File: config.mk
export PLATFORM = sky130hd
export DESIGN_NAME = tcw_ctrl
export DESIGN_NICKNAME = d
export VERILOG_FILES = /design/src/rtl/tcw_pkg.sv /design/src/rtl/tcw_ctrl.sv
export SDC_FILE = /design/constraint.sdc
export NUM_CORES = 1
export LEC_CHECK = 0
export BUFFER_PORTS_ARGS = -buffer_cell sky130_fd_sc_hd__buf_2
export CAP_MARGIN = 0
export CORE_MARGIN = 2
export CORE_UTILIZATION = 44
export DETAILED_ROUTE_END_ITERATION = 7
export PLACE_DENSITY = 0.68
export SETUP_SLACK_MARGIN = 0.02
export SLEW_MARGIN = 20
export SYNTH_ARGS = -nofsm -noshare
export SYNTH_HDL_FRONTEND = slang
export SYNTH_SLANG_ARGS = --single-unit
File: constraint.sdc
create_clock -name clock -period 3 [get_ports clock]
set_input_delay 0 -clock clock [delete_from_list [all_inputs] [get_ports clock]]
set_output_delay 0 -clock clock [all_outputs]
set_load 0.01 [all_outputs]
File: src/rtl/tcw_pkg.sv
package tcw_pkg;

   typedef enum logic [1:0] {
      OP_WRITE = 2'd0,
      OP_CLEAR = 2'd1,
      OP_TOP   = 2'd2,
      OP_READ  = 2'd3
   } op_type;

   localparam logic [15:0] BLANK_CELL = 16'h0720;
   localparam logic [7:0]  ATTR_RESET = 8'h07;

   localparam logic [7:0] CHR_NUL = 8'h00;
   localparam logic [7:0] CHR_BEL = 8'h07;
   localparam logic [7:0] CHR_BS  = 8'h08;
   localparam logic [7:0] CHR_HT  = 8'h09;
   localparam logic [7:0] CHR_LF  = 8'h0A;
   localparam logic [7:0] CHR_VT  = 8'h0B;
   localparam logic [7:0] CHR_FF  = 8'h0C;
   localparam logic [7:0] CHR_CR  = 8'h0D;
   localparam logic [7:0] CHR_DEL = 8'h7F;

   typedef struct packed {
      op_type      op;
      logic [7:0]  byte_in;
      logic [11:0] cell_index;
      logic        end_of_write;
   } req_type;

   typedef struct packed {
      logic [11:0] cursor_reg;
      logic [11:0] start_reg;
      logic [15:0] cell_data;
   } result_type;

endpackage

File: src/rtl/tcw_ctrl.sv
module tcw_ctrl import tcw_pkg::*; #(
   parameter int COLUMNS      = 80,
   parameter int VISIBLE_ROWS = 25,
   parameter int STORED_ROWS  = 50,
   localparam int TOTAL = COLUMNS * STORED_ROWS,
   localparam int AW    = $clog2(TOTAL)
) (
   input  logic          clock,
   input  logic          reset,
   input  logic          req_valid,
   output logic          req_ready,
   input  req_type       req,
   input  logic [7:0]    char_attr,
   output logic          res_valid,
   input  logic          res_ready,
   output result_type    res,
   output logic          wr_en,
   output logic [AW-1:0] wr_addr,
   output logic [15:0]   wr_data,
   output logic          rd_en,
   output logic [AW-1:0] rd_addr,
   input  logic [15:0]   rd_data
);

   localparam int PW   = $clog2(TOTAL + 1);
   localparam int CLW  = $clog2(COLUMNS);
   localparam int SW   = $clog2(TOTAL + COLUMNS * VISIBLE_ROWS + 1);
   localparam int OXW  = (PW > 12) ? PW : 12;
   localparam int IXW  = (AW > 12) ? AW : 12;

   typedef enum logic [2:0] {
      S_SWEEP, S_IDLE, S_SHIFT, S_BLANK, S_SNAP, S_READ, S_DONE
   } state_type;

   state_type      state_ff, state_in;
   logic [PW-1:0]  cursor_ff, cursor_in;
   logic [CLW-1:0] column_ff, column_in;
   logic [PW-1:0]  view_ff, view_in;
   logic [PW-1:0]  pub_ff, pub_in;
   logic [AW-1:0]  idx_ff, idx_in;
   logic           eow_ff, eow_in;
   logic           clr_op_ff, clr_op_in;
   logic [15:0]    data_ff, data_in;

   logic [PW-1:0]  cur_inc, cur_dec, nl_pos;
   logic [SW-1:0]  cur_sw, view_lim, back;
   logic [IXW-1:0] idx_ext;
   logic [OXW-1:0] pub_out, view_out;
   logic [PW-1:0]  pub_next;

   assign cur_inc  = cursor_ff + PW'(1);
   assign cur_dec  = cursor_ff - PW'(1);
   assign nl_pos   = cursor_ff + PW'(COLUMNS) - PW'(column_ff);
   assign cur_sw   = SW'(cursor_ff);
   assign view_lim = SW'(view_ff) + SW'(COLUMNS * VISIBLE_ROWS);
   assign back     = SW'(column_ff) + SW'(COLUMNS * (VISIBLE_ROWS - 1));
   assign idx_ext  = IXW'(req.cell_index);
   assign pub_next = eow_ff ? cursor_ff : pub_ff;
   assign pub_out  = OXW'(pub_next);
   assign view_out = OXW'(view_ff);

   assign req_ready     = (state_ff == S_IDLE);
   assign res_valid     = (state_ff == S_DONE);
   assign res.cursor_reg = pub_out[11:0];
   assign res.start_reg  = view_out[11:0];
   assign res.cell_data  = data_ff;

   always_comb begin
      state_in  = state_ff;
      cursor_in = cursor_ff;
      column_in = column_ff;
      view_in   = view_ff;
      pub_in    = pub_ff;
      idx_in    = idx_ff;
      eow_in    = eow_ff;
      clr_op_in = clr_op_ff;
      data_in   = data_ff;
      wr_en     = 1'b0;
      wr_addr   = cursor_ff[AW-1:0];
      wr_data   = BLANK_CELL;
      rd_en     = 1'b0;
      rd_addr   = idx_ff + AW'(COLUMNS);
      unique case (state_ff)
         S_SWEEP: begin
            wr_en   = 1'b1;
            wr_addr = idx_ff;
            if (idx_ff == AW'(TOTAL - 1)) begin
               idx_in    = '0;
               clr_op_in = 1'b0;
               state_in  = clr_op_ff ? S_DONE : S_IDLE;
            end else begin
               idx_in = idx_ff + AW'(1);
            end
         end
         S_IDLE: begin
            if (req_valid) begin
               eow_in  = (req.op == OP_WRITE) && req.end_of_write;
               data_in = '0;
               idx_in  = '0;
               unique case (req.op)
                  OP_WRITE: begin
                     unique case (req.byte_in)
                        CHR_NUL, CHR_BEL, CHR_HT, CHR_VT: begin
                           state_in = S_DONE;
                        end
                        CHR_BS: begin
                           if (column_ff != '0) begin
                              cursor_in = cur_dec;
                              column_in = column_ff - CLW'(1);
                              wr_en     = 1'b1;
                              wr_addr   = cur_dec[AW-1:0];
                           end
                           state_in = S_DONE;
                        end
                        CHR_DEL: begin
                           wr_en    = 1'b1;
                           state_in = S_DONE;
                        end
                        CHR_LF, CHR_CR, CHR_FF: begin
                           cursor_in = nl_pos;
                           column_in = '0;
                           state_in  = (nl_pos >= PW'(TOTAL)) ? S_SHIFT : S_SNAP;
                        end
                        default: begin
                           wr_en     = 1'b1;
                           wr_data   = {char_attr, req.byte_in};
                           cursor_in = cur_inc;
                           if (column_ff == CLW'(COLUMNS - 1)) begin
                              column_in = '0;
                              state_in  = (cur_inc >= PW'(TOTAL)) ? S_SHIFT : S_SNAP;
                           end else begin
                              column_in = column_ff + CLW'(1);
                              state_in  = S_DONE;
                           end
                        end
                     endcase
                  end
                  OP_CLEAR: begin
                     cursor_in = '0;
                     column_in = '0;
                     view_in   = '0;
                     pub_in    = '0;
                     clr_op_in = 1'b1;
                     state_in  = S_SWEEP;
                  end
                  OP_TOP: begin
                     view_in  = '0;
                     state_in = S_DONE;
                  end
                  OP_READ: begin
                     if (32'(req.cell_index) < TOTAL) begin
                        rd_en    = 1'b1;
                        rd_addr  = idx_ext[AW-1:0];
                        state_in = S_READ;
                     end else begin
                        state_in = S_DONE;
                     end
                  end
               endcase
            end
         end
         S_SHIFT: begin
            rd_en   = (idx_ff != AW'(TOTAL - COLUMNS));
            wr_en   = (idx_ff != '0);
            wr_addr = idx_ff - AW'(1);
            wr_data = rd_data;
            if (idx_ff == AW'(TOTAL - COLUMNS)) begin
               cursor_in = cursor_ff - PW'(COLUMNS);
               state_in  = S_BLANK;
            end else begin
               idx_in = idx_ff + AW'(1);
            end
         end
         S_BLANK: begin
            wr_en   = 1'b1;
            wr_addr = idx_ff;
            if (idx_ff == AW'(TOTAL - 1)) begin
               idx_in   = '0;
               state_in = S_SNAP;
            end else begin
               idx_in = idx_ff + AW'(1);
            end
         end
         S_SNAP: begin
            if (cur_sw >= view_lim) begin
               view_in = (cur_sw >= back) ? PW'(cur_sw - back) : '0;
            end
            state_in = S_DONE;
         end
         S_READ: begin
            data_in  = rd_data;
            state_in = S_DONE;
         end
         S_DONE: begin
            if (res_ready) begin
               pub_in   = pub_next;
               eow_in   = 1'b0;
               state_in = S_IDLE;
            end
         end
         default: begin
            state_in = S_IDLE;
         end
      endcase
   end

   always_ff @(posedge clock) begin
      if (reset) begin
         state_ff  <= S_SWEEP;
         cursor_ff <= '0;
         column_ff <= '0;
         view_ff   <= '0;
         pub_ff    <= '0;
         idx_ff    <= '0;
         eow_ff    <= 1'b0;
         clr_op_ff <= 1'b0;
      end else begin
         state_ff  <= state_in;
         cursor_ff <= cursor_in;
         column_ff <= column_in;
         view_ff   <= view_in;
         pub_ff    <= pub_in;
         idx_ff    <= idx_in;
         eow_ff    <= eow_in;
         clr_op_ff <= clr_op_in;
      end
      data_ff <= data_in;
   end

endmodule

==> Yosys cells after proc, flatten, opt, wreduce, memory -nomap -nowiden <==
Index checks and enable logic that the tools add are counted.
Widths: inputs -> output; s select.
{ "totals": {"register_bits": 76, "inputBits": 51, "out_inout_bits": 84, "word_cells": 158} }
{ "op_classes": {"n_addsub": 13, "order_cmp": 5, "n_eq_ne": 34, "n_mux": 67, "reduce_logical": 30} }
{ "ops": {"columns": ["cell", "n"], "rows": [
  ["$mux 12", 21],
  ["$pmux 12 s3", 3],
  ["$pmux 12 s2", 4],
  ["$mux 16", 4],
  ["$pmux 16 s2", 2],
  ["$eq 8x4->1 const B", 6],
  ["$mux 3", 9],
  ["$add 12x1->12 const B", 2],
  ["$add 12x7->12 const B", 2],
  ["$eq 12x12->1 const B", 2],
  ["$ge 12x12->1 const B", 2],
  ["$sub 12x1->12 const B", 2],
  ["$pmux 7 s3", 1],
  ["$pmux 3 s6", 1],
  ["$ne 2x2->1 const B", 8],
  ["$reduce_and 5->1", 3],
  ["$mux 7", 2],
  ["$pmux 7 s2", 1],
  ["$add 12x11->13 const B", 1],
  ["$ge 12x13->1", 1],
  ["$add 7x11->12 const B", 1],
  ["$ge 12x12->1", 1],
  ["$lt 12x12->1 const B", 1],
  ["$ne 12x12->1 const B", 1],
  ["other kinds (39)", 68]
]} }

==> Depth between registers and ports, before layout <==
{ "depth": {"word_depth": 8, "mapped_depth": 13, "ltp_nobuf": 13} }

==> Least setup slack after synthesis <==
OpenSTA, ideal clock, no wires.
{ "synth_path": {"path_kind": "register -> register", "from": "register cursor_ff[0]", "to": "register state_ff[2]", "setup_time_ns": 0.117, "arrival_ns": 3.020, "required_time_ns": 2.883, "path_slack_ns": -0.137, "stages_incl_launch_ff": 14, "path_buffers": 0, "synth_period_minus_slack_ns": 3.137, "cell_sequence": "dfxtp_1 > inv_1 > ha_1 > inv_1 > ha_1 > inv_1 > fa_1 > nor3b_1 > o311ai_2 > a31oi_1 > xnor2_1 > o2111ai_1 > or4_1 > a32o_1"} }
{ "synth_between": {"elab_chain_cells": 8, "word_cells_on_any_way": 12, "classes_between": "add/sub: 3; order compare: 2; mux: 7"} }
{ "synth_lines": {"columns": ["element", "line", "source"], "rows": [
  ["from (decl)", "tcw_ctrl.sv:36", "logic [PW-1:0] cursor_ff, cursor_in;"],
  ["from (signal assigned)", "tcw_ctrl.sv:219", "cursor_ff <= cursor_in;"],
  ["$add 12x7->12 or $add 12x1->12 (tied branches)", "tcw_ctrl.sv:53, tcw_ctrl.sv:51", null],
  ["$sub 12x7->12 or $ge 12x12->1 (tied branches)", "tcw_ctrl.sv:53, tcw_ctrl.sv:130", null],
  ["$ge 12x12->1 or $mux 3 (tied branches)", "tcw_ctrl.sv:122, tcw_ctrl.sv:130", null],
  ["$mux 3 (on tied branches)", "tcw_ctrl.sv:122, tcw_ctrl.sv:128", null],
  ["$pmux 3 s2 (*)", "tcw_ctrl.sv:102", "unique case (req.byte_in)"],
  ["$pmux 3 s4 (*)", "tcw_ctrl.sv:100", "unique case (req.op)"],
  ["$mux 3 (*)", "tcw_ctrl.sv:96", "if (req_valid) begin"],
  ["$pmux 3 s6 (*)", "tcw_ctrl.sv:83", "unique case (state_ff)"],
  ["to (signal assigned)", "tcw_ctrl.sv:218", "state_ff <= state_in;"],
  ["to (decl)", "tcw_ctrl.sv:35", "state_type state_ff, state_in;"]
]} }
Mark *: on every way between the ends. The rest lies on a longest branch, timed or not. The select of a mux whose other input is x is not followed.
A chain may end at the register's enable or synchronous reset.

==> Worst setup path in the final report <==
{ "layout_path": {"from": "register column_ff[1]", "to": "register state_ff[2]"} }
{ "layout_between": {"elab_chain_cells": 7, "word_cells_on_any_way": 9, "classes_between": "add/sub: 1; order compare: 1; eq/ne: 1; mux: 6"} }
{ "layout_lines": {"columns": ["element", "line", "source"], "rows": [
  ["from (decl)", "tcw_ctrl.sv:37", "logic [CLW-1:0] column_ff, column_in;"],
  ["from (signal assigned)", "tcw_ctrl.sv:220", "column_ff <= column_in;"],
  ["$sub 12x7->12", "tcw_ctrl.sv:53", "assign nl_pos = cursor_ff + PW'(COLUMNS) - PW'(column_ff);"],
  ["$ge 12x12->1", "tcw_ctrl.sv:122", "state_in = (nl_pos >= PW'(TOTAL)) ? S_SHIFT : S_SNAP;"],
  ["$mux 3", "tcw_ctrl.sv:122", null],
  ["$pmux 3 s2 (*)", "tcw_ctrl.sv:102", null],
  ["$pmux 3 s4 (*)", "tcw_ctrl.sv:100", null],
  ["$mux 3 (*)", "tcw_ctrl.sv:96", null],
  ["$pmux 3 s6 (*)", "tcw_ctrl.sv:83", null]
]} }
Marked as above.

==> reports/qor.txt <==
Final setup viols = 1
Ant diodes = 0
Die Y = 135 um
Post-DRT Antenna Nets = 0
Reg area = 0.00169 sq mm
Worst setup path start = column_ff[1]$_SDFFE_PP0P_
Drt total wl = 26.2 mm
Dominant cell type by area after synthesis = dfxtp_1
Worst r2r src = column_ff[1]$_SDFFE_PP0P_
Status = finished with violations
Clk_skew = 0.0115 ns
Startpoint types = flip-flop
Vias = 8,409
WP buf/inv = 2
Initial Util = 44.5%
Predominant post-synthesis flop cell = dfxtp_1
Unrepaired setup endpoints after global routing = yes
Worst EP required = 3.25 ns
CP arrival = 3.26 ns
Multi-input logic area = 0.00558 sq mm
Failing checks = negative setup slack
Core area = 0.0171 sq mm
Leak pwr = 0.00396 uW
Post-synthesis cell count = 1,017
I/O pin total = 135
1st-iter DRT viols = 908
Cells after DPL = 1,382
Hold Path Sink = eow_ff$_SDFFE_PP0P_
Port Buffer Count = 134
Slowest stage cell, crit path = or4_4
Largest net degree at the start of global routing = 35
CTS Buf Count = 9
Setup WS post-layout = -0.00843 ns
Family with the most delay on the worst path = compound AO/OA/AOI/OAI gates
Post-route DRC = 0
Max-slew headroom = 49.4%
Die Width = 135 um
YS warnings = 0
Initial antenna violation count = 0
Min-delay worst type = in -> reg
Crit-path max FO = 3
Synthesized area = 0.00759 sq mm
Worst vdd ir = 0.000259 V
Clock sink total = 76
Detailed Place HPWL = 19.5 mm
Nets = 1,307
R2R Setup Slk = -0.008 ns
Drt wl/cell = 18.4 um
Syn Nets = 1,131
Share of layout cells above drive strength 1 = 24.1%
Fraction of registers with async set/reset = 0%
First-pass GRT wire length = 41.2 mm
Later-pin clock latency in the skew report = 0.36 ns
Vias in the first global route = 7,615
Average cell area after synthesis = 7.46 sq um
Post-Place Setup Slack = -0.0815 ns
Fin crit share = 100%
Root Driver = clkbuf_16
Die area = 0.0183 sq mm
Filler instances = 1,606
Worst hold start = res_ready
Most common library cells after synthesis = nand2_1 (109), nor2_1 (109), a21oi_1 (84), dfxtp_1 (60), ha_1 (57)
Crit. End Element = flip-flop
Hold Crit Depth = 4
CTS tree = built
WS Path Type = reg -> reg
Core Rows = 48
Post-Layout Cell Count = 1,423
Pwr dens = 242 mW/mm^2
Crit-path cells = inv_2 > ha_4 > ha_4 > inv_2 > fa_2 > nor3b_4 > o311ai_4 > a31oi_2 > xnor2_2 > o2111ai_2 > or4_4 > a32o_1
Final core occ = 55.5%
Final hold viol count = 0
Post-layout min period = 3.01 ns
Slowest cell delay on critical path = 0.50 ns
Area Growth Syn to Fin = 24.7%
Worst-margin pin slew = 0.759 ns
Max Slew Vio Count = 0
Vias/cell = 5.91
Placer Congestion = 0.977
Worst r2r path cells = 12
Worst r2r dst = state_ff[2]$_SDFFE_PP0P_
Max-cap viol count = 0
Clock Tree Buf Depth = 2
Synth cell types = 85
TritonRoute pass-1 iters = 5
Area share of the largest cell type after synthesis = 15.8%
Clock transition at path regs = 0.07 ns
Max Freq = 0.332 GHz
Top cells by area, synth = dfxtp_1 (16%), ha_1 (9.4%), edfxtp_1 (6.3%)
GR Overflow Total = 0
Sequential fraction of the synthesis area = 22.2%
Yosys reg bits = 76
H-tree depth = 3
GRT Overall Usage = 28.6%
EDFF count, synth = 16
Hold slack = 0.0770 ns
-- state kept, by name (all words and copies together), names as in the netlist --
register,count
idx_ff,12
pub_ff,12
clr_op_ff,1
eow_ff,1
column_ff,7
view_ff,12
state_ff,3
data_ff,16
cursor_ff,12
-- cell usage in the layout (no fill, tap or decap), types with 13 or more instances in the layout --
| master | count |
|---|---|
| a21oi_1 | 83 |
| mux2i_1 | 16 |
| nand4_1 | 14 |
| a22o_1 | 14 |
| nand2_1 | 109 |
| dlygate4sd3_1 | 17 |
| inv_1 | 44 |
| nor2_1 | 109 |
| buf_2 | 134 |
| nand3_1 | 38 |
| xnor2_1 | 40 |
| ha_1 | 52 |
| o21ai_0 | 31 |
| o21ai_1 | 19 |
| nor3_1 | 34 |
| xor2_1 | 17 |
| a31oi_1 | 13 |
| buf_4 | 81 |
| dfxtp_1 | 56 |
| and3_1 | 29 |
| edfxtp_1 | 16 |
-- metal layers --
metal	vias to the layer above	GRT usage, %	part of all wire (%)
li1	4049	-	-
met3	38	4.53	8.4
met4	0	9.61	2.3
met1	3925	38.7	43
met2	397	46.4	47
met5	-	0	0
-- cells by family after synthesis --
| logic type | after synthesis | synth area share (%) |
|---|---|---|
| buffers and inverters | 119 | 6.18 |
| AO/OA/AOI/OAI | 267 | 23.6 |
| multiplexers | 33 | 4.63 |
| AND/OR/NAND/NOR | 400 | 25.7 |
| adder cells (fa/ha/maj) | 63 | 11.0 |
| XOR/XNOR | 59 | 6.81 |
| flip-flops | 76 | 22.2 |
-- timing repair --
action | in CTS | in global routing
setup endpoints to repair | 1 | 7
endpoints found under the hold margin | 17 | 0
resized for setup | 14 | 12
pin swaps | 11 | 9
setup buffers | 5 | 3
hold buffers | 17 | 0
-- per-stage QoR --
step	power (uW)	instance area, sq um	TNS (ns)
detailed placement	1260	8860	-0.0815
floorplan	1180	7610	0
CTS	2300	9390	0
global route	2360	9470	-0.0939
finish	2290	9470	-0.00843
global placement	1260	8860	-0.0180
-- worst max path at each step --
stage,endpoint,slack [ns],depth (start not counted)
after floorplan,state_ff[2]$_SDFFE_PP0P_,0.02,13
after global placement,state_ff[2]$_SDFFE_PP0P_,-0.02,12
after detailed placement,state_ff[2]$_SDFFE_PP0P_,-0.08,12
after CTS,state_ff[2]$_SDFFE_PP0P_,0.003,12
after global routing,state_ff[2]$_SDFFE_PP0P_,-0.09,10
final,state_ff[2]$_SDFFE_PP0P_,-0.008,12
-- worst register-to-register path, delay by kind of cell (launching register included) --
| family | cells | cell delay (ns) |
|---|---|---|
| and+or+nand+nor | 2 | 0.76 |
| AOI/OAI and AO/OA | 4 | 0.81 |
| buffers and inverters | 2 | 0.08 |
| adders and majority gates | 3 | 0.76 |
| DFF | 1 | 0.33 |
| xor gates and xnor gates | 1 | 0.16 |
-- final cells by class --
type / instances / area share [%]
clock buffer: 11 / 2.47
clock inverter: 5 / 0.317
inverter: 51 / 2.02
multi-input combinational: 822 / 58.9
sequential: 76 / 17.8
tap: 225 / 2.97
timing repair buffer: 233 / 15.5
-- where the power goes --
group | internal [uW] | switching (uW) | total, uW
Combinational | 89.6 | 120 | 210
Clock | 560 | 470 | 1030
Sequential | 1040 | 8.69 | 1050
No activity file was read; power rests on OpenSTA's default activity.
